===== src/sv/sdra_pkg.sv =====
`timescale 1ns / 1ps
package sdra_pkg;

	localparam int CFG_IDX_W  = 3;
	localparam int CFG_DATA_W = 32;

	localparam logic [CFG_IDX_W-1:0] REG_ALARM_ENABLE     = 3'd0;
	localparam logic [CFG_IDX_W-1:0] REG_HIGH_TEMP_LEVEL  = 3'd1;
	localparam logic [CFG_IDX_W-1:0] REG_LOW_TEMP_LEVEL   = 3'd2;
	localparam logic [CFG_IDX_W-1:0] REG_HIGH_HUM_LEVEL   = 3'd3;
	localparam logic [CFG_IDX_W-1:0] REG_LOW_HUM_LEVEL    = 3'd4;
	localparam logic [CFG_IDX_W-1:0] REG_TEMP_DELTA       = 3'd5;
	localparam logic [CFG_IDX_W-1:0] REG_HUM_DELTA        = 3'd6;
	localparam logic [CFG_IDX_W-1:0] REG_ALARM_HYSTERESIS = 3'd7;

	localparam logic ACT_SAMPLE = 1'b0;
	localparam logic ACT_FAILED = 1'b1;

	localparam logic [14:0] TEMP_DELTA_RST = 15'd30;
	localparam logic [13:0] HUM_DELTA_RST  = 14'd200;
	localparam logic [15:0] TEMP_HYST_RST  = 16'd500;
	localparam logic [15:0] HUM_HYST_RST   = 16'd500;

	typedef struct packed {
		logic [3:0]         alarm_enable;
		logic signed [15:0] high_temp_level;
		logic signed [15:0] low_temp_level;
		logic [13:0]        high_hum_level;
		logic [13:0]        low_hum_level;
		logic [14:0]        temp_delta;
		logic [13:0]        hum_delta;
		logic [15:0]        temp_hyst;
		logic [15:0]        hum_hyst;
	} cfg_t;

endpackage


===== src/sv/sdra_cfg_regs.sv =====
`timescale 1ns / 1ps
module sdra_cfg_regs (
	input  logic                             clk,
	input  logic                             arst_n,
	input  logic                             cfg_we,
	input  logic [sdra_pkg::CFG_IDX_W-1:0]   cfg_index,
	input  logic [sdra_pkg::CFG_DATA_W-1:0]  cfg_data,
	output sdra_pkg::cfg_t                   cfg,
	output logic                             rearm
);
	import sdra_pkg::*;

	cfg_t cfg_q;

	always_ff @(posedge clk or negedge arst_n) begin
		if (!arst_n) begin
			cfg_q.alarm_enable    <= '0;
			cfg_q.high_temp_level <= '0;
			cfg_q.low_temp_level  <= '0;
			cfg_q.high_hum_level  <= '0;
			cfg_q.low_hum_level   <= '0;
			cfg_q.temp_delta      <= TEMP_DELTA_RST;
			cfg_q.hum_delta       <= HUM_DELTA_RST;
			cfg_q.temp_hyst       <= TEMP_HYST_RST;
			cfg_q.hum_hyst        <= HUM_HYST_RST;
		end else if (cfg_we) begin
			unique case (cfg_index)
				REG_ALARM_ENABLE:     cfg_q.alarm_enable    <= cfg_data[3:0];
				REG_HIGH_TEMP_LEVEL:  cfg_q.high_temp_level <= cfg_data[15:0];
				REG_LOW_TEMP_LEVEL:   cfg_q.low_temp_level  <= cfg_data[15:0];
				REG_HIGH_HUM_LEVEL:   cfg_q.high_hum_level  <= cfg_data[13:0];
				REG_LOW_HUM_LEVEL:    cfg_q.low_hum_level   <= cfg_data[13:0];
				REG_TEMP_DELTA:       cfg_q.temp_delta      <= cfg_data[14:0];
				REG_HUM_DELTA:        cfg_q.hum_delta       <= cfg_data[13:0];
				REG_ALARM_HYSTERESIS: begin
					cfg_q.temp_hyst <= cfg_data[15:0];
					cfg_q.hum_hyst  <= cfg_data[31:16];
				end
				default: ;
			endcase
		end
	end

	// level and enable writes re-arm every alarm
	always_comb begin
		rearm = 1'b0;
		if (cfg_we) begin
			case (cfg_index) inside
				REG_ALARM_ENABLE, REG_HIGH_TEMP_LEVEL, REG_LOW_TEMP_LEVEL,
				REG_HIGH_HUM_LEVEL, REG_LOW_HUM_LEVEL: rearm = 1'b1;
				default: rearm = 1'b0;
			endcase
		end
	end

	assign cfg = cfg_q;

endmodule


===== src/sv/sdra_report.sv =====
`timescale 1ns / 1ps
module sdra_report #(
	parameter int SEND_TIMEOUT_S = 600
) (
	input  logic                 clk,
	input  logic                 arst_n,
	input  logic                 sample_fire,
	input  logic signed [15:0]   temp,
	input  logic [13:0]          hum,
	input  logic [31:0]          now_seconds,
	input  sdra_pkg::cfg_t       cfg,
	output logic                 send
);
	import sdra_pkg::*;

	localparam logic [31:0] TIMEOUT = 32'(SEND_TIMEOUT_S);

	logic signed [15:0] last_temp_q;
	logic [13:0]        last_hum_q;
	logic [31:0]        last_time_q;
	logic               has_reported_q;

	logic signed [17:0] dt;
	logic signed [17:0] dh;
	logic signed [17:0] tdel;
	logic signed [17:0] hdel;
	logic [31:0]        elapsed;

	always_comb begin
		dt      = {{2{temp[15]}}, temp} - {{2{last_temp_q[15]}}, last_temp_q};
		dh      = {4'b0, hum} - {4'b0, last_hum_q};
		tdel    = {3'b0, cfg.temp_delta};
		hdel    = {4'b0, cfg.hum_delta};
		elapsed = now_seconds - last_time_q;
		send    = !has_reported_q || (elapsed >= TIMEOUT)
			|| (dt > tdel) || (-dt > tdel) || (dh > hdel) || (-dh > hdel);
	end

	always_ff @(posedge clk or negedge arst_n) begin
		if (!arst_n) begin
			last_temp_q    <= '0;
			last_hum_q     <= '0;
			last_time_q    <= '0;
			has_reported_q <= 1'b0;
		end else if (sample_fire && send) begin
			last_temp_q    <= temp;
			last_hum_q     <= hum;
			last_time_q    <= now_seconds;
			has_reported_q <= 1'b1;
		end
	end

endmodule


===== src/sv/sdra_alarm.sv =====
`timescale 1ns / 1ps
module sdra_alarm (
	input  logic                 clk,
	input  logic                 arst_n,
	input  logic                 sample_fire,
	input  logic                 fail_fire,
	input  logic                 rearm,
	input  logic signed [15:0]   temp,
	input  logic [13:0]          hum,
	input  sdra_pkg::cfg_t       cfg,
	output logic [3:0]           raised
);
	import sdra_pkg::*;

	logic [3:0]         latched_q;
	logic [3:0]         latched_d;
	logic [3:0]         crossed;
	logic signed [17:0] back_by [4];
	logic signed [17:0] hyst [4];
	logic signed [17:0] t_x;
	logic signed [17:0] h_x;
	logic signed [17:0] hi_t;
	logic signed [17:0] lo_t;
	logic signed [17:0] hi_h;
	logic signed [17:0] lo_h;

	always_comb begin
		t_x  = {{2{temp[15]}}, temp};
		h_x  = {4'b0, hum};
		hi_t = {{2{cfg.high_temp_level[15]}}, cfg.high_temp_level};
		lo_t = {{2{cfg.low_temp_level[15]}}, cfg.low_temp_level};
		hi_h = {4'b0, cfg.high_hum_level};
		lo_h = {4'b0, cfg.low_hum_level};

		crossed[0] = t_x > hi_t;
		crossed[1] = t_x < lo_t;
		crossed[2] = h_x > hi_h;
		crossed[3] = h_x < lo_h;
		back_by[0] = hi_t - t_x;
		back_by[1] = t_x - lo_t;
		back_by[2] = hi_h - h_x;
		back_by[3] = h_x - lo_h;
		hyst[0]    = {2'b0, cfg.temp_hyst};
		hyst[1]    = {2'b0, cfg.temp_hyst};
		hyst[2]    = {2'b0, cfg.hum_hyst};
		hyst[3]    = {2'b0, cfg.hum_hyst};

		latched_d = latched_q;
		raised    = '0;
		for (int i = 0; i < 4; i++) begin
			if (crossed[i]) begin
				if (cfg.alarm_enable[i] && !latched_q[i]) begin
					latched_d[i] = 1'b1;
					raised[i]    = 1'b1;
				end
			end else if (back_by[i] > hyst[i]) begin
				latched_d[i] = 1'b0;
			end
		end
	end

	always_ff @(posedge clk or negedge arst_n) begin
		if (!arst_n) begin
			latched_q <= '0;
		end else if (rearm || fail_fire) begin
			latched_q <= '0;
		end else if (sample_fire) begin
			latched_q <= latched_d;
		end
	end

endmodule


===== src/sv/sensor_deadband_report_and_alarm_unit.sv =====
`timescale 1ns / 1ps
// path: an accepted transaction passes the input register, then the result register
// throughput: one transaction per cycle unless out_stall holds a full result register,
// as the report and alarm state is read and updated in the same stage
// reset: asynchronous, active low; clears state and pipeline valids, loads register defaults
module sensor_deadband_report_and_alarm_unit #(
	parameter int SEND_TIMEOUT_S = 600
) (
	input  logic                             clk,
	input  logic                             arst_n,
	input  logic                             cfg_we,
	input  logic [sdra_pkg::CFG_IDX_W-1:0]   cfg_index,
	input  logic [sdra_pkg::CFG_DATA_W-1:0]  cfg_data,
	input  logic                             in_valid,
	output logic                             in_stall,
	input  logic                             action,
	input  logic signed [15:0]               sample_temp,
	input  logic [13:0]                      sample_hum,
	input  logic [31:0]                      now_seconds,
	output logic                             out_valid,
	input  logic                             out_stall,
	output logic                             send_report,
	output logic [3:0]                       alarm_raised,
	output logic signed [15:0]               report_temp,
	output logic [13:0]                      report_hum
);
	import sdra_pkg::*;

	cfg_t cfg;
	logic rearm;

	logic               valid_s1;
	logic               action_s1;
	logic signed [15:0] temp_s1;
	logic [13:0]        hum_s1;
	logic [31:0]        now_s1;

	logic       adv;
	logic       sample_fire;
	logic       fail_fire;
	logic       send;
	logic [3:0] raised;

	logic               out_valid_q;
	logic               send_q;
	logic [3:0]         raised_q;
	logic signed [15:0] temp_q;
	logic [13:0]        hum_q;

	assign adv         = valid_s1 && (!out_valid_q || !out_stall);
	assign in_stall    = valid_s1 && !adv;
	assign sample_fire = adv && (action_s1 == ACT_SAMPLE);
	assign fail_fire   = adv && (action_s1 == ACT_FAILED);

	sdra_cfg_regs u_cfg (
		.clk       (clk),
		.arst_n    (arst_n),
		.cfg_we    (cfg_we),
		.cfg_index (cfg_index),
		.cfg_data  (cfg_data),
		.cfg       (cfg),
		.rearm     (rearm)
	);

	sdra_report #(
		.SEND_TIMEOUT_S (SEND_TIMEOUT_S)
	) u_report (
		.clk         (clk),
		.arst_n      (arst_n),
		.sample_fire (sample_fire),
		.temp        (temp_s1),
		.hum         (hum_s1),
		.now_seconds (now_s1),
		.cfg         (cfg),
		.send        (send)
	);

	sdra_alarm u_alarm (
		.clk         (clk),
		.arst_n      (arst_n),
		.sample_fire (sample_fire),
		.fail_fire   (fail_fire),
		.rearm       (rearm),
		.temp        (temp_s1),
		.hum         (hum_s1),
		.cfg         (cfg),
		.raised      (raised)
	);

	// input register
	always_ff @(posedge clk or negedge arst_n) begin
		if (!arst_n) begin
			valid_s1 <= 1'b0;
		end else if (!in_stall) begin
			valid_s1 <= in_valid;
		end
	end

	always_ff @(posedge clk) begin
		if (in_valid && !in_stall) begin
			action_s1 <= action;
			temp_s1   <= sample_temp;
			hum_s1    <= sample_hum;
			now_s1    <= now_seconds;
		end
	end

	// result register
	always_ff @(posedge clk or negedge arst_n) begin
		if (!arst_n) begin
			out_valid_q <= 1'b0;
		end else if (adv) begin
			out_valid_q <= 1'b1;
		end else if (!out_stall) begin
			out_valid_q <= 1'b0;
		end
	end

	always_ff @(posedge clk) begin
		if (adv) begin
			if (action_s1 == ACT_FAILED) begin
				send_q   <= 1'b0;
				raised_q <= '0;
				temp_q   <= '0;
				hum_q    <= '0;
			end else begin
				send_q   <= send;
				raised_q <= raised;
				temp_q   <= temp_s1;
				hum_q    <= hum_s1;
			end
		end
	end

	assign out_valid    = out_valid_q;
	assign send_report  = send_q;
	assign alarm_raised = raised_q;
	assign report_temp  = temp_q;
	assign report_hum   = hum_q;

endmodule

===== config.mk =====
export PLATFORM = sky130hd
export DESIGN_NAME = sensor_deadband_report_and_alarm_unit
export DESIGN_NICKNAME = d
export VERILOG_FILES = /design/src/sv/sdra_pkg.sv /design/src/sv/sdra_cfg_regs.sv /design/src/sv/sdra_report.sv /design/src/sv/sdra_alarm.sv /design/src/sv/sensor_deadband_report_and_alarm_unit.sv
export SDC_FILE = /design/constraint.sdc
export NUM_CORES = 1
export LEC_CHECK = 0
export BUFFER_PORTS_ARGS = -buffer_cell sky130_fd_sc_hd__clkbuf_2
export CORE_ASPECT_RATIO = 0.9
export CORE_UTILIZATION = 55
export DETAILED_ROUTE_END_ITERATION = 12
export PLACE_DENSITY = 0.85
export SYNTH_ARGS = -nofsm -noshare
export SYNTH_HDL_FRONTEND = slang
export SYNTH_HIERARCHICAL = 1
export SYNTH_SLANG_ARGS = --single-unit

===== constraint.sdc =====
create_clock -name clk -period 5.85 [get_ports clk]
set_clock_uncertainty 0.1 [all_clocks]
set_input_delay 0.585 -clock clk [delete_from_list [all_inputs] [get_ports clk]]
set_output_delay 0.585 -clock clk [all_outputs]
set_load 0.01 [all_outputs]

==> results of run 1 <==
-- cell usage after synthesis (all sizes together), types with 7 or more instances --
library cell,n,area share
a21oi,131,0.031
o21a,32,0.011
a211oi,16,0.0059
a211o,9,0.0037
xor2,32,0.013
o31ai,10,0.0042
a21boi,13,0.0046
and2,16,0.0049
o31a,9,0.0037
nand2,95,0.017
a31oi,12,0.0035
inv,223,0.040
xnor2,63,0.026
or4,7,0.0025
nor2b,60,0.018
buf,29,0.0095
a2111oi,11,0.0057
o2111ai,10,0.0041
nand4,34,0.010
nand3,36,0.0085
dfrtp,175,0.21
nor2,101,0.018
and3,21,0.0064
or2,13,0.0038
nor3,29,0.0073
fa,7,0.0066
o211ai,25,0.0089
nor4,12,0.0035
nand4b,9,0.0037
edfxtp,98,0.14
or3,9,0.0027
o21ai,83,0.020
nand2b,35,0.010
clkbuf,19,0.0035
mux2i,14,0.0066
ha,245,0.14
o21bai,8,0.0028
mux2,186,0.099
dfstp,19,0.024
a21o,34,0.012
-- cell usage in the layout (no fill, tap or decap), types with 10 or more instances in the layout --
master | Yosys | final
sky130_fd_sc_hd__ha_1 | 245 | 244
sky130_fd_sc_hd__inv_1 | 223 | 222
sky130_fd_sc_hd__dfrtp_1 | 175 | 175
sky130_fd_sc_hd__clkbuf_2 | 2 | 138
sky130_fd_sc_hd__a21oi_1 | 131 | 129
sky130_fd_sc_hd__mux2_2 | 171 | 127
sky130_fd_sc_hd__nor2_1 | 101 | 100
sky130_fd_sc_hd__edfxtp_1 | 98 | 98
sky130_fd_sc_hd__nand2_1 | 95 | 94
sky130_fd_sc_hd__o21ai_0 | 82 | 80
sky130_fd_sc_hd__xnor2_1 | 63 | 62
sky130_fd_sc_hd__nor2b_1 | 60 | 60
sky130_fd_sc_hd__mux2_4 | 0 | 59
sky130_fd_sc_hd__buf_4 | 3 | 56
sky130_fd_sc_hd__nand3_1 | 36 | 35
sky130_fd_sc_hd__nand2b_1 | 35 | 35
sky130_fd_sc_hd__a21o_1 | 34 | 34
sky130_fd_sc_hd__nand4_1 | 34 | 34
sky130_fd_sc_hd__clkbuf_16 | 0 | 33
sky130_fd_sc_hd__o21a_1 | 32 | 32
sky130_fd_sc_hd__xor2_1 | 32 | 31
sky130_fd_sc_hd__nor3_1 | 27 | 26
sky130_fd_sc_hd__o211ai_1 | 25 | 25
sky130_fd_sc_hd__and3_1 | 20 | 20
sky130_fd_sc_hd__dfstp_2 | 19 | 19
sky130_fd_sc_hd__a211oi_1 | 15 | 15
sky130_fd_sc_hd__mux2i_1 | 14 | 14
sky130_fd_sc_hd__and2_1 | 15 | 13
sky130_fd_sc_hd__a21boi_0 | 13 | 13
sky130_fd_sc_hd__or2_2 | 13 | 13
sky130_fd_sc_hd__a31oi_1 | 12 | 12
sky130_fd_sc_hd__o2111ai_1 | 10 | 10
-- stage by stage --
| step | power, mW | cell area, um^2 |
|---|---|---|
| 2_1_floorplan | 6.051 | 21150 |
| 3_3_place_gp | 7.010 | 22680 |
| 3_5_place_dp | 7.221 | 22680 |
| 4_1_cts | 9.402 | 24000 |
| 5_1_grt | 10.21 | 24290 |
| 6_report | 9.557 | 24300 |
-- routing by layer --
layer,vias up,track usage
li1,8001,-
met2,555,0.4506
met4,0,0.07523
met3,97,0.03299
met5,-,0
met1,8220,0.3696
-- power by group through the flow --
stage               Sequential (mW)  Combinational, mW  Clock (mW)
floorplan                      2.67               3.38           0
global placement               2.70               4.31           0
detailed placement             2.72               4.50           0
CTS                            2.69               4.66        2.05
global route                   2.73               5.34        2.14
finish                         2.70               4.84        2.02
-- flip-flops by register name, indices dropped and copies added (netlist names), 14 cells and up --
| signal | count |
|---|---|
| hum_s1 | 14 |
| u_report/last_hum_q | 14 |
| report_temp | 16 |
| u_report/last_temp_q | 16 |
| u_cfg/cfg | 125 |
| report_hum | 14 |
| temp_s1 | 16 |
| now_s1 | 32 |
| u_report/last_time_q | 32 |
-- logic make-up (layout without fill, tap and decap cells) --
| group | after synthesis | after routing | synth area share |
|---|---|---|---|
| xor+xnor | 95 | 95 | 0.03934 |
| compound gates | 458 | 458 | 0.1468 |
| fa+ha+maj | 252 | 252 | 0.1516 |
| simple gates | 519 | 519 | 0.1343 |
| mux | 200 | 200 | 0.1056 |
| flops | 292 | 292 | 0.3698 |
| buf+inv | 271 | 491 | 0.05259 |
| other cells | 0 | 3 | 0 |
-- area by class of cell --
class / count / area, um^2
Timing Repair Buffer: 211 / 1409
Clock buffer: 36 / 814.5
Antenna cell: 3 / 7.507
Tap cell: 483 / 604.3
Fill cell: 2922 / 13260
Sequential cell: 292 / 7821
Multi-Input combinational cell: 1524 / 12580
Clock inverter: 21 / 221.5
Inverter: 223 / 837.1
-- worst min path at each step --
stage | end | slack [ns] | cells past startpoint
2_1_floorplan | out_valid | 0.19 | 0
3_3_place_gp | u_report/last_time_q[19] | 0.37 | 1
3_5_place_dp | u_report/last_time_q[22] | 0.38 | 1
4_1_cts | now_s1[12] | 0.05 | 1
5_1_grt | now_s1[12] | 0.06 | 1
6_report | hum_s1[3] | 0.07 | 1
-- critical path, stage by stage, from the launching register on --
cell	delay, ns
sky130_fd_sc_hd__edfxtp_1	0.39
sky130_fd_sc_hd__inv_1	0.08
sky130_fd_sc_hd__ha_2	0.19
sky130_fd_sc_hd__inv_2	0.04
sky130_fd_sc_hd__fa_2	0.35
sky130_fd_sc_hd__buf_4	0.15
sky130_fd_sc_hd__a21o_1	0.15
sky130_fd_sc_hd__a211oi_1	0.26
sky130_fd_sc_hd__a21oi_1	0.12
sky130_fd_sc_hd__nor2_1	0.24
sky130_fd_sc_hd__nand2_1	0.18
sky130_fd_sc_hd__or4_4	0.45
sky130_fd_sc_hd__xor2_1	0.16
sky130_fd_sc_hd__ha_1	0.35
sky130_fd_sc_hd__nand2_2	0.06
sky130_fd_sc_hd__or4_1	0.40
sky130_fd_sc_hd__mux2i_1	0.14
sky130_fd_sc_hd__a21oi_1	0.07
sky130_fd_sc_hd__buf_4	0.17
sky130_fd_sc_hd__nor4b_4	0.27
sky130_fd_sc_hd__o31a_1	0.20
sky130_fd_sc_hd__nor3_2	0.06
sky130_fd_sc_hd__o41ai_4	0.35
sky130_fd_sc_hd__buf_6	0.20
sky130_fd_sc_hd__buf_12	0.12
sky130_fd_sc_hd__buf_12	0.12
sky130_fd_sc_hd__mux2_4	0.31
-- repair_timing --
action	in CTS	in global routing
endpoints found under the hold margin	61	0
buffers inserted	11	2
setup endpoints to repair	63	63
gates resized for setup	32	65
pin swaps	17	11
cloned	2	2
hold buffers	1	0
==> impl_metrics.xml, run 1 <==
<?xml version="1.0" encoding="UTF-8"?>
<metrics>
  <group name="clock_network">
    <metric name="cts.root.buffer_cell" unit="">sky130_fd_sc_hd__clkbuf_16</metric>
    <metric name="cts_num_sinks" unit="">292</metric>
    <metric name="max-clock-path-buffers" unit="">3</metric>
    <metric name="cts_inserted_buffers" unit="">31</metric>
    <metric name="insertion_delay" unit="ns">0.58</metric>
    <metric name="cts_max_level" unit="">1</metric>
    <metric name="cts_tree" unit="">built</metric>
    <metric name="path_clk_slew" unit="ns">0.06</metric>
  </group>
  <group name="drt">
    <metric name="drt.antenna.violating_nets" unit="">0</metric>
    <metric name="detailed_routing_iterations_pass_1" unit="">7</metric>
    <metric name="routed_wl_per_cell" unit="um">19.53</metric>
    <metric name="route.met3.wl" unit="mm">2.959</metric>
    <metric name="detail_route.iter0.violations" unit="">1178</metric>
    <metric name="routed_wl" unit="mm">54.54</metric>
    <metric name="remaining_drc_errors" unit="">0</metric>
    <metric name="route.detailed.vias_per_inst" unit="">6.041</metric>
    <metric name="met1_length" unit="mm">24.38</metric>
    <metric name="dr_total_vias" unit="">16873</metric>
    <metric name="wl_met2" unit="mm">25.75</metric>
    <metric name="top_layer_used" unit="">met4</metric>
  </group>
  <group name="synthesis">
    <metric name="synth_area_per_cell" unit="um^2">10.13</metric>
    <metric name="syn-instance-count" unit="">2087</metric>
    <metric name="ys_seq_elements" unit="">292</metric>
    <metric name="synth-edff-count" unit="">98</metric>
    <metric name="syn-cell-area" unit="um^2">21150</metric>
    <metric name="synth.net_count" unit="">2442</metric>
    <metric name="yosys.cell_types.count" unit="">90</metric>
    <metric name="ys_dominant_reg_cell" unit="">sky130_fd_sc_hd__dfrtp_1</metric>
    <metric name="postSynth.asyncResetShare" unit="">0.6644</metric>
    <metric name="number_of_warnings_reported_in_the_yosys_synthesis_log" unit="">6</metric>
    <metric name="ys_seq_area_frac" unit="">0.3698</metric>
  </group>
  <group name="power_and_ir_drop">
    <metric name="comb_power_share" unit="">0.506</metric>
    <metric name="power_switching_share" unit="">0.3926</metric>
    <metric name="static-leakage-power" unit="nW">11.33</metric>
    <metric name="net-switching-power" unit="mW">3.752</metric>
    <metric name="internal-power" unit="mW">5.805</metric>
    <metric name="peakVddDrop" unit="V">0.0002479</metric>
    <metric name="pwr_density_cell" unit="nW/um^2">393.4</metric>
    <metric name="seqPwrFrac" unit="">0.282</metric>
    <metric name="clockPowerShare" unit="">0.211</metric>
  </group>
  <group name="placed_design">
    <metric name="pre_cts_ws" unit="ns">-0.3253</metric>
    <metric name="placed_insts" unit="">2717</metric>
    <metric name="dp_hpwl" unit="mm">40.42</metric>
    <metric name="routabilityCongestion" unit="">0.9196</metric>
    <metric name="placement.io_buffers" unit="">139</metric>
  </group>
  <group name="setup_path">
    <metric name="critical_path.reg2reg.startpoint" unit="">hum_s1[0]</metric>
    <metric name="crit_required" unit="ns">6.22</metric>
    <metric name="worst_r2r_path_depth" unit="">26</metric>
    <metric name="cp-endpoint" unit="">u_report/last_hum_q[7]</metric>
    <metric name="critical_path_peak_fanout" unit="">8</metric>
    <metric name="critical_path.endpoint_type" unit="">flop</metric>
    <metric name="startpoint" unit="">hum_s1[0]</metric>
    <metric name="worst_setup_path_start_kind" unit="">flop</metric>
    <metric name="timing.rr.end" unit="">u_report/last_hum_q[7]</metric>
    <metric name="r2r_setup_slack" unit="ns">0.05</metric>
    <metric name="cp_data_arrival_time" unit="ns">6.17</metric>
    <metric name="worstSetupPathType" unit="">flop to flop</metric>
  </group>
  <group name="global_route">
    <metric name="grt_start_max_net_pins" unit="">126</metric>
    <metric name="grt_remaining_overflow" unit="">0</metric>
    <metric name="first_global_vias" unit="">16564</metric>
    <metric name="antenna_found_initial" unit="">2</metric>
    <metric name="grt.total_usage" unit="">0.2702</metric>
    <metric name="grt_pass1_wl" unit="mm">85.50</metric>
  </group>
  <group name="floorplanning">
    <metric name="design.die.area" unit="um^2">39250</metric>
    <metric name="die_y" unit="um">188.0</metric>
    <metric name="boundaryPins" unit="">140</metric>
    <metric name="floorplan.core_area" unit="um^2">37560</metric>
    <metric name="rows" unit="">67</metric>
    <metric name="starting_density_of_the_core" unit="">0.5632</metric>
    <metric name="die_w" unit="um">208.7</metric>
  </group>
  <group name="worst_hold_path">
    <metric name="timing.hold.worst.class" unit="">primary input to flop</metric>
    <metric name="hold_start" unit="">sample_hum[3]</metric>
  </group>
  <group name="final_layout">
    <metric name="postLayoutCoreUtil" unit="">0.6470</metric>
    <metric name="drive_gt1_frac" unit="">0.2297</metric>
    <metric name="nets" unit="">2638</metric>
    <metric name="synth_to_layout_area_growth" unit="%">14.87</metric>
    <metric name="post_layout_nonfiller_instances" unit="">2793</metric>
  </group>
  <group name="timing">
    <metric name="final.setup.worst_slack" unit="ns">0.04935</metric>
    <metric name="final.period_utilization" unit="">0.9916</metric>
    <metric name="grt_setup_unrepaired" unit="">true</metric>
    <metric name="setup_viol" unit="">0</metric>
    <metric name="final.setup.tns" unit="ns">0</metric>
    <metric name="report.final.hold_viol_count" unit="">0</metric>
    <metric name="report.final.slew_viol_count" unit="">0</metric>
    <metric name="worst-slew-pin-transition" unit="ns">1.046</metric>
    <metric name="fmaxAchievable" unit="MHz">172.4</metric>
    <metric name="final.hold.worst_slack" unit="ns">0.07071</metric>
    <metric name="slew-limit-headroom" unit="">0.3030</metric>
    <metric name="fin_crit" unit="ns">5.801</metric>
  </group>
  <group name="run_status">
    <metric name="outcome" unit="">finished clean</metric>
  </group>
  <group name="job">
    <metric name="max_cap_violations" unit="">0</metric>
  </group>
</metrics>
(Power assumes the default switching activity.)
==> run 2: changes to the inputs <==
- BUFFER_PORTS_ARGS: -buffer_cell sky130_fd_sc_hd__clkbuf_2 -> unset
- DONT_BUFFER_PORTS: unset -> 1
- PLACE_DENSITY: 0.85 -> 0.82
==> impl_metrics.xml, run 2 (synthesized netlist as in run 1, its figures left out) <==
<?xml version="1.0" encoding="UTF-8"?>
<metrics>
  <group name="floorplanning">
    <metric name="starting_density_of_the_core" unit="">0.5632</metric>
    <metric name="die_w" unit="um">208.7</metric>
    <metric name="die_y" unit="um">188.0</metric>
    <metric name="floorplan.core_area" unit="um^2">37560</metric>
    <metric name="design.die.area" unit="um^2">39250</metric>
    <metric name="rows" unit="">67</metric>
    <metric name="boundaryPins" unit="">140</metric>
  </group>
  <group name="final_layout">
    <metric name="filler_cell_count" unit="">2922</metric>
    <metric name="layout.cells.most_common" unit="">sky130_fd_sc_hd__ha_1</metric>
    <metric name="flip_flop_count_of_the_largest_register_all_copies_and_words_added" unit="">125</metric>
    <metric name="most-common-layout-cells" unit="">242 x sky130_fd_sc_hd__ha_1, 222 x sky130_fd_sc_hd__inv_1, 175 x sky130_fd_sc_hd__dfrtp_1</metric>
    <metric name="sequential_cell_area" unit="um^2">7821</metric>
    <metric name="post_layout_nonfiller_instances" unit="">2722</metric>
    <metric name="multi_input_comb_area" unit="um^2">12580</metric>
    <metric name="synth_to_layout_area_growth" unit="%">15.12</metric>
    <metric name="drive_gt1_frac" unit="">0.1819</metric>
    <metric name="nets" unit="">2567</metric>
  </group>
  <group name="global_route">
    <metric name="gr-usage-met1" unit="">0.3654</metric>
    <metric name="busiest_layer" unit="">met2</metric>
    <metric name="antenna_found_initial" unit="">1</metric>
    <metric name="grt.total_usage" unit="">0.2700</metric>
    <metric name="grt_remaining_overflow" unit="">0</metric>
    <metric name="grt_pass1_wl" unit="mm">84.85</metric>
    <metric name="first_global_vias" unit="">16159</metric>
    <metric name="groute.layer.met3.usage" unit="">0.04689</metric>
    <metric name="global_route.usage.met2" unit="">0.4387</metric>
    <metric name="grt_start_max_net_pins" unit="">195</metric>
  </group>
  <group name="timing">
    <metric name="final.period_utilization" unit="">0.9896</metric>
    <metric name="report.final.slew_viol_count" unit="">0</metric>
    <metric name="fmaxAchievable" unit="MHz">172.7</metric>
    <metric name="worst-slew-pin-transition" unit="ns">1.107</metric>
    <metric name="final.setup.tns" unit="ns">0</metric>
    <metric name="report.final.hold_viol_count" unit="">26</metric>
    <metric name="final.hold.worst_slack" unit="ns">-0.1479</metric>
    <metric name="grt_setup_unrepaired" unit="">true</metric>
    <metric name="slew-limit-headroom" unit="">0.2621</metric>
    <metric name="fin_crit" unit="ns">5.789</metric>
    <metric name="final.setup.worst_slack" unit="ns">0.06068</metric>
    <metric name="setup_viol" unit="">0</metric>
  </group>
  <group name="placed_design">
    <metric name="pre_cts_ws" unit="ns">-0.2798</metric>
    <metric name="dp_hpwl" unit="mm">39.02</metric>
    <metric name="routabilityCongestion" unit="">0.9328</metric>
    <metric name="placed_insts" unit="">2574</metric>
    <metric name="placement.io_buffers" unit="">0</metric>
  </group>
  <group name="drt">
    <metric name="routed_wl_per_cell" unit="um">19.89</metric>
    <metric name="routed_wl" unit="mm">54.15</metric>
    <metric name="route.detailed.vias_per_inst" unit="">6.017</metric>
    <metric name="dr_total_vias" unit="">16378</metric>
    <metric name="detailed_routing_iterations_pass_1" unit="">5</metric>
    <metric name="detail_route.iter0.violations" unit="">1295</metric>
    <metric name="drt.antenna.violating_nets" unit="">0</metric>
    <metric name="remaining_drc_errors" unit="">0</metric>
  </group>
  <group name="clock_network">
    <metric name="cts.root.buffer_cell" unit="">sky130_fd_sc_hd__clkbuf_16</metric>
    <metric name="path_clk_slew" unit="ns">0.07</metric>
    <metric name="insertion_delay" unit="ns">0.61</metric>
    <metric name="max-clock-path-buffers" unit="">3</metric>
    <metric name="cts_inserted_buffers" unit="">31</metric>
    <metric name="cts_max_level" unit="">1</metric>
    <metric name="cts_num_sinks" unit="">292</metric>
    <metric name="cts_tree" unit="">built</metric>
  </group>
  <group name="setup_path">
    <metric name="timing.rr.end" unit="">u_report/last_hum_q[8]</metric>
    <metric name="r2r_setup_slack" unit="ns">0.06</metric>
    <metric name="crit_required" unit="ns">6.23</metric>
    <metric name="critical_path_peak_fanout" unit="">7</metric>
    <metric name="worst_r2r_path_depth" unit="">25</metric>
    <metric name="worst_setup_path_start_kind" unit="">flop</metric>
    <metric name="cp_data_arrival_time" unit="ns">6.17</metric>
    <metric name="cpPeakStageDelay" unit="ns">0.51</metric>
    <metric name="critical_path.endpoint_type" unit="">flop</metric>
    <metric name="startpoint" unit="">hum_s1[0]</metric>
    <metric name="critical_path.reg2reg.startpoint" unit="">hum_s1[0]</metric>
    <metric name="critical-path-slowest-cell" unit="">sky130_fd_sc_hd__or4_4</metric>
    <metric name="worstSetupPathType" unit="">flop to flop</metric>
  </group>
  <group name="run_status">
    <metric name="outcome" unit="">complete, but fails checks</metric>
    <metric name="violations" unit="">hold timing</metric>
  </group>
  <group name="job">
    <metric name="max_cap_violations" unit="">0</metric>
  </group>
  <group name="power_and_ir_drop">
    <metric name="peakVddDrop" unit="V">0.0002440</metric>
    <metric name="pwr_density_cell" unit="nW/um^2">395.7</metric>
    <metric name="static-leakage-power" unit="nW">11.00</metric>
  </group>
  <group name="worst_hold_path">
    <metric name="timing.hold.worst.class" unit="">primary input to async pin</metric>
  </group>
</metrics>
## run 2: critical path, delay by kind of cell, from the launching register on
kind | cells | cell delay, ns
AND/OR/NAND/NOR | 6 | 1.59
AO/OA/AOI/OAI | 6 | 1.12
buffers and inverters | 7 | 0.94
flip-flops | 1 | 0.40
XOR/XNOR | 1 | 0.15
multiplexers | 2 | 0.51
adder cells (fa/ha/maj) | 3 | 0.85
## run 2: cell type report
| type | count | share of cell area |
|---|---|---|
| inverter | 223 | 0.03438 |
| antenna | 2 | 0.0002055 |
| tap | 483 | 0.02482 |
| clock inverter | 24 | 0.01187 |
| timing repair buffer | 140 | 0.05781 |
| multi-input combinational | 1524 | 0.5166 |
| sequential | 292 | 0.3212 |
| clock buffer | 34 | 0.03314 |
## run 2: worst max-delay path by stage
stage / to / slack [ns] / cells after the start
2_1_floorplan: u_report/last_hum_q[12] / 0.02 / 24
3_3_place_gp: u_report/last_hum_q[1] / -0.09 / 24
3_5_place_dp: u_report/last_hum_q[4] / -0.28 / 24
4_1_cts: u_report/last_hum_q[4] / 0.06 / 28
5_1_grt: u_report/last_time_q[28] / -0.22 / 26
6_report: u_report/last_hum_q[8] / 0.06 / 25
## run 2: repair_timing
action / in CTS / in global routing
setup buffers: 11 / 6
endpoints found under the hold margin: 258 / 0
pin swaps: 9 / 17
setup endpoints to repair: 63 / 63
hold buffers: 65 / 0
resized for setup: 23 / 70
gates cloned: 3 / 3
## run 2: through the flow
step,cell area [um^2],util,power [mW]
after detailed placement,21920,0.5837,7.090
after global routing,24340,0.6482,10.30
after global placement,21920,0.5837,6.911
after CTS,23940,0.6374,9.423
final,24350,0.6484,9.635
after floorplan,21150,-,6.051
## run 2: metal layers
layer	vias to the layer above	share of wire	wire length, um
met3	80	0.061	3330
met5	-	0	0
met2	485	0.46	25180
met4	0	0.027	1440
met1	7949	0.45	24200
li1	7864	-	-
## run 2: where the power goes
group / internal (mW) / switching, mW / total, mW / leakage, nW
Combinational: 2.15 / 2.66 / 4.81 / 7.24
Clock: 1.23 / 0.892 / 2.12 / 0.516
Sequential: 2.49 / 0.211 / 2.70 / 3.24
==> run 3: changes to the inputs <==
- CORE_UTILIZATION: 55 -> 51
- PLACE_DENSITY: 0.82 -> 0.78
==> impl_metrics.xml, run 3 (synthesized netlist as in run 1, its figures left out) <==
<?xml version="1.0" encoding="UTF-8"?>
<metrics>
  <group name="run_status">
    <metric name="outcome" unit="">complete, but fails checks</metric>
    <metric name="violations" unit="">hold timing, setup timing</metric>
  </group>
  <group name="clock_network">
    <metric name="cts.root.buffer_cell" unit="">sky130_fd_sc_hd__clkbuf_16</metric>
    <metric name="cts_inserted_buffers" unit="">35</metric>
    <metric name="cts_num_sinks" unit="">292</metric>
    <metric name="cts_max_level" unit="">2</metric>
    <metric name="insertion_delay" unit="ns">0.57</metric>
    <metric name="max-clock-path-buffers" unit="">3</metric>
    <metric name="path_clk_slew" unit="ns">0.06</metric>
    <metric name="cts_tree" unit="">built</metric>
  </group>
  <group name="setup_path">
    <metric name="worst_r2r_path_depth" unit="">26</metric>
    <metric name="crit_required" unit="ns">6.18</metric>
    <metric name="r2r_setup_slack" unit="ns">-0.03</metric>
    <metric name="timing.rr.end" unit="">u_report/last_time_q[21]</metric>
    <metric name="cp_data_arrival_time" unit="ns">6.21</metric>
    <metric name="worstSetupPathType" unit="">flop to flop</metric>
    <metric name="critical_path.endpoint_type" unit="">flop</metric>
    <metric name="critical_path.reg2reg.startpoint" unit="">hum_s1[0]</metric>
    <metric name="critical_path_peak_fanout" unit="">9</metric>
    <metric name="worst_setup_path_start_kind" unit="">flop</metric>
  </group>
  <group name="drt">
    <metric name="drt.antenna.violating_nets" unit="">0</metric>
    <metric name="routed_wl" unit="mm">54.47</metric>
    <metric name="detailed_routing_iterations_pass_1" unit="">6</metric>
    <metric name="route.detailed.vias_per_inst" unit="">5.986</metric>
    <metric name="remaining_drc_errors" unit="">0</metric>
    <metric name="routed_wl_per_cell" unit="um">19.93</metric>
    <metric name="dr_total_vias" unit="">16359</metric>
    <metric name="detail_route.iter0.violations" unit="">1335</metric>
  </group>
  <group name="global_route">
    <metric name="first_global_vias" unit="">16223</metric>
    <metric name="antenna_found_initial" unit="">6</metric>
    <metric name="grt_start_max_net_pins" unit="">195</metric>
    <metric name="grt_remaining_overflow" unit="">0</metric>
    <metric name="grt_pass1_wl" unit="mm">85.34</metric>
    <metric name="grt.total_usage" unit="">0.2540</metric>
  </group>
  <group name="floorplanning">
    <metric name="die_w" unit="um">216.7</metric>
    <metric name="design.die.area" unit="um^2">42290</metric>
    <metric name="starting_density_of_the_core" unit="">0.5194</metric>
    <metric name="rows" unit="">70</metric>
    <metric name="die_y" unit="um">195.2</metric>
    <metric name="floorplan.core_area" unit="um^2">40730</metric>
    <metric name="boundaryPins" unit="">140</metric>
  </group>
  <group name="timing">
    <metric name="final.period_utilization" unit="">1.005</metric>
    <metric name="report.final.hold_viol_count" unit="">14</metric>
    <metric name="report.final.slew_viol_count" unit="">0</metric>
    <metric name="fmaxAchievable" unit="MHz">170.1</metric>
    <metric name="worst-slew-pin-transition" unit="ns">1.251</metric>
    <metric name="grt_setup_unrepaired" unit="">true</metric>
    <metric name="final.setup.tns" unit="ns">-0.2793</metric>
    <metric name="final.hold.worst_slack" unit="ns">-0.1015</metric>
    <metric name="final.setup.worst_slack" unit="ns">-0.02736</metric>
    <metric name="slew-limit-headroom" unit="">0.1650</metric>
    <metric name="fin_crit" unit="ns">5.877</metric>
    <metric name="setup_viol" unit="">23</metric>
  </group>
  <group name="placed_design">
    <metric name="placement.io_buffers" unit="">0</metric>
    <metric name="dp_hpwl" unit="mm">39.90</metric>
    <metric name="routabilityCongestion" unit="">0.9269</metric>
  </group>
  <group name="power_and_ir_drop">
    <metric name="pwr_density_cell" unit="nW/um^2">410.3</metric>
    <metric name="power_switching_share" unit="">0.3863</metric>
    <metric name="internal-power" unit="mW">5.994</metric>
    <metric name="total_power" unit="mW">9.767</metric>
    <metric name="seqPwrFrac" unit="">0.276</metric>
    <metric name="net-switching-power" unit="mW">3.773</metric>
    <metric name="peakVddDrop" unit="V">0.0002193</metric>
    <metric name="static-leakage-power" unit="nW">10.67</metric>
    <metric name="comb_power_share" unit="">0.487</metric>
    <metric name="clockPowerShare" unit="">0.237</metric>
  </group>
  <group name="final_layout">
    <metric name="synth_to_layout_area_growth" unit="%">12.53</metric>
    <metric name="most-common-layout-cells" unit="">243 x sky130_fd_sc_hd__ha_1, 222 x sky130_fd_sc_hd__inv_1, 175 x sky130_fd_sc_hd__dfrtp_1</metric>
    <metric name="layout.cells.most_common" unit="">sky130_fd_sc_hd__ha_1</metric>
    <metric name="flip_flop_count_of_the_largest_register_all_copies_and_words_added" unit="">125</metric>
    <metric name="drive_gt1_frac" unit="">0.1763</metric>
    <metric name="nets" unit="">2517</metric>
  </group>
  <group name="worst_hold_path">
    <metric name="timing.hold.worst.class" unit="">primary input to async pin</metric>
  </group>
  <group name="job">
    <metric name="max_cap_violations" unit="">0</metric>
  </group>
</metrics>
run 3: cell type report:
type / instances / area (um^2)
Fill cell: 3335 / 16920
Tap cell: 540 / 675.6
Multi-Input combinational cell: 1524 / 12440
Clock inverter: 21 / 277.8
Inverter: 223 / 837.1
Clock buffer: 43 / 927.1
Sequential cell: 292 / 7821
Timing Repair Buffer: 86 / 810.8
Antenna cell: 4 / 10.01
run 3: worst max-delay path, cell delays in order (launching register included):
cell	delay, ns
sky130_fd_sc_hd__edfxtp_1	0.40
sky130_fd_sc_hd__inv_1	0.08
sky130_fd_sc_hd__ha_2	0.18
sky130_fd_sc_hd__inv_2	0.04
sky130_fd_sc_hd__fa_2	0.34
sky130_fd_sc_hd__a211o_1	0.32
sky130_fd_sc_hd__buf_4	0.15
sky130_fd_sc_hd__nand2_1	0.05
sky130_fd_sc_hd__o21ai_1	0.10
sky130_fd_sc_hd__xor2_1	0.18
sky130_fd_sc_hd__nor4_2	0.35
sky130_fd_sc_hd__or3b_4	0.46
sky130_fd_sc_hd__nor2_4	0.11
sky130_fd_sc_hd__xnor2_2	0.12
sky130_fd_sc_hd__ha_1	0.28
sky130_fd_sc_hd__a21oi_2	0.15
sky130_fd_sc_hd__o21ai_2	0.09
sky130_fd_sc_hd__a2111oi_4	0.34
sky130_fd_sc_hd__a21oi_2	0.11
sky130_fd_sc_hd__buf_4	0.16
sky130_fd_sc_hd__nor4b_4	0.26
sky130_fd_sc_hd__o31a_1	0.20
sky130_fd_sc_hd__nor3_2	0.06
sky130_fd_sc_hd__o41ai_4	0.38
sky130_fd_sc_hd__buf_4	0.24
sky130_fd_sc_hd__clkbuf_16	0.17
sky130_fd_sc_hd__mux2_1	0.33
run 3: power by group through the flow:
stage          Clock (mW)  Sequential (mW)  Combinational (mW)
6_report             2.31             2.70                4.75
2_1_floorplan           0             2.67                3.38
3_3_place_gp            0             2.72                4.19
5_1_grt              2.43             2.75                5.26
3_5_place_dp            0             2.73                4.37
4_1_cts              2.36             2.70                4.57
run 3: routing by layer:
| metal | global-route usage | wire, um |
|---|---|---|
| met1 | 0.3371 | 24070 |
| met2 | 0.4041 | 24840 |
| met3 | 0.05763 | 3786 |
| met4 | 0.09494 | 1779 |
| met5 | 0 | 0 |
run 3: timing repair:
action                     CTS  global route
pin swaps                   13            13
buffers inserted            13             5
cloned                       1             2
hold endpoints to repair   207             0
gates resized for setup     23            29
hold buffers                14             0
setup endpoints to repair   62            63
run 3: stage by stage:
step             util  area, um^2  instances  setup WS, ns
2_1_floorplan       -       21150       2087       0.01624
3_3_place_gp   0.5406       22020       2631      -0.01373
3_5_place_dp   0.5406       22020       2631       -0.2175
4_1_cts        0.5790       23580       2722       0.02730
5_1_grt        0.5843       23800       2730       -0.3064
6_report       0.5845       23800       2733      -0.02736
run 3: worst max path at each step:
stage | endpoint | cells past startpoint | startpoint | slack, ns
after floorplan | u_report/last_hum_q[12] | 24 | hum_s1[0] | 0.02
final | u_report/last_time_q[21] | 26 | hum_s1[0] | -0.03
after CTS | u_report/last_temp_q[3] | 24 | hum_s1[0] | 0.03
after global placement | u_report/last_temp_q[0] | 25 | hum_s1[0] | -0.01
after global routing | u_report/last_temp_q[13] | 25 | hum_s1[0] | -0.31
after detailed placement | u_report/last_temp_q[5] | 25 | hum_s1[0] | -0.22
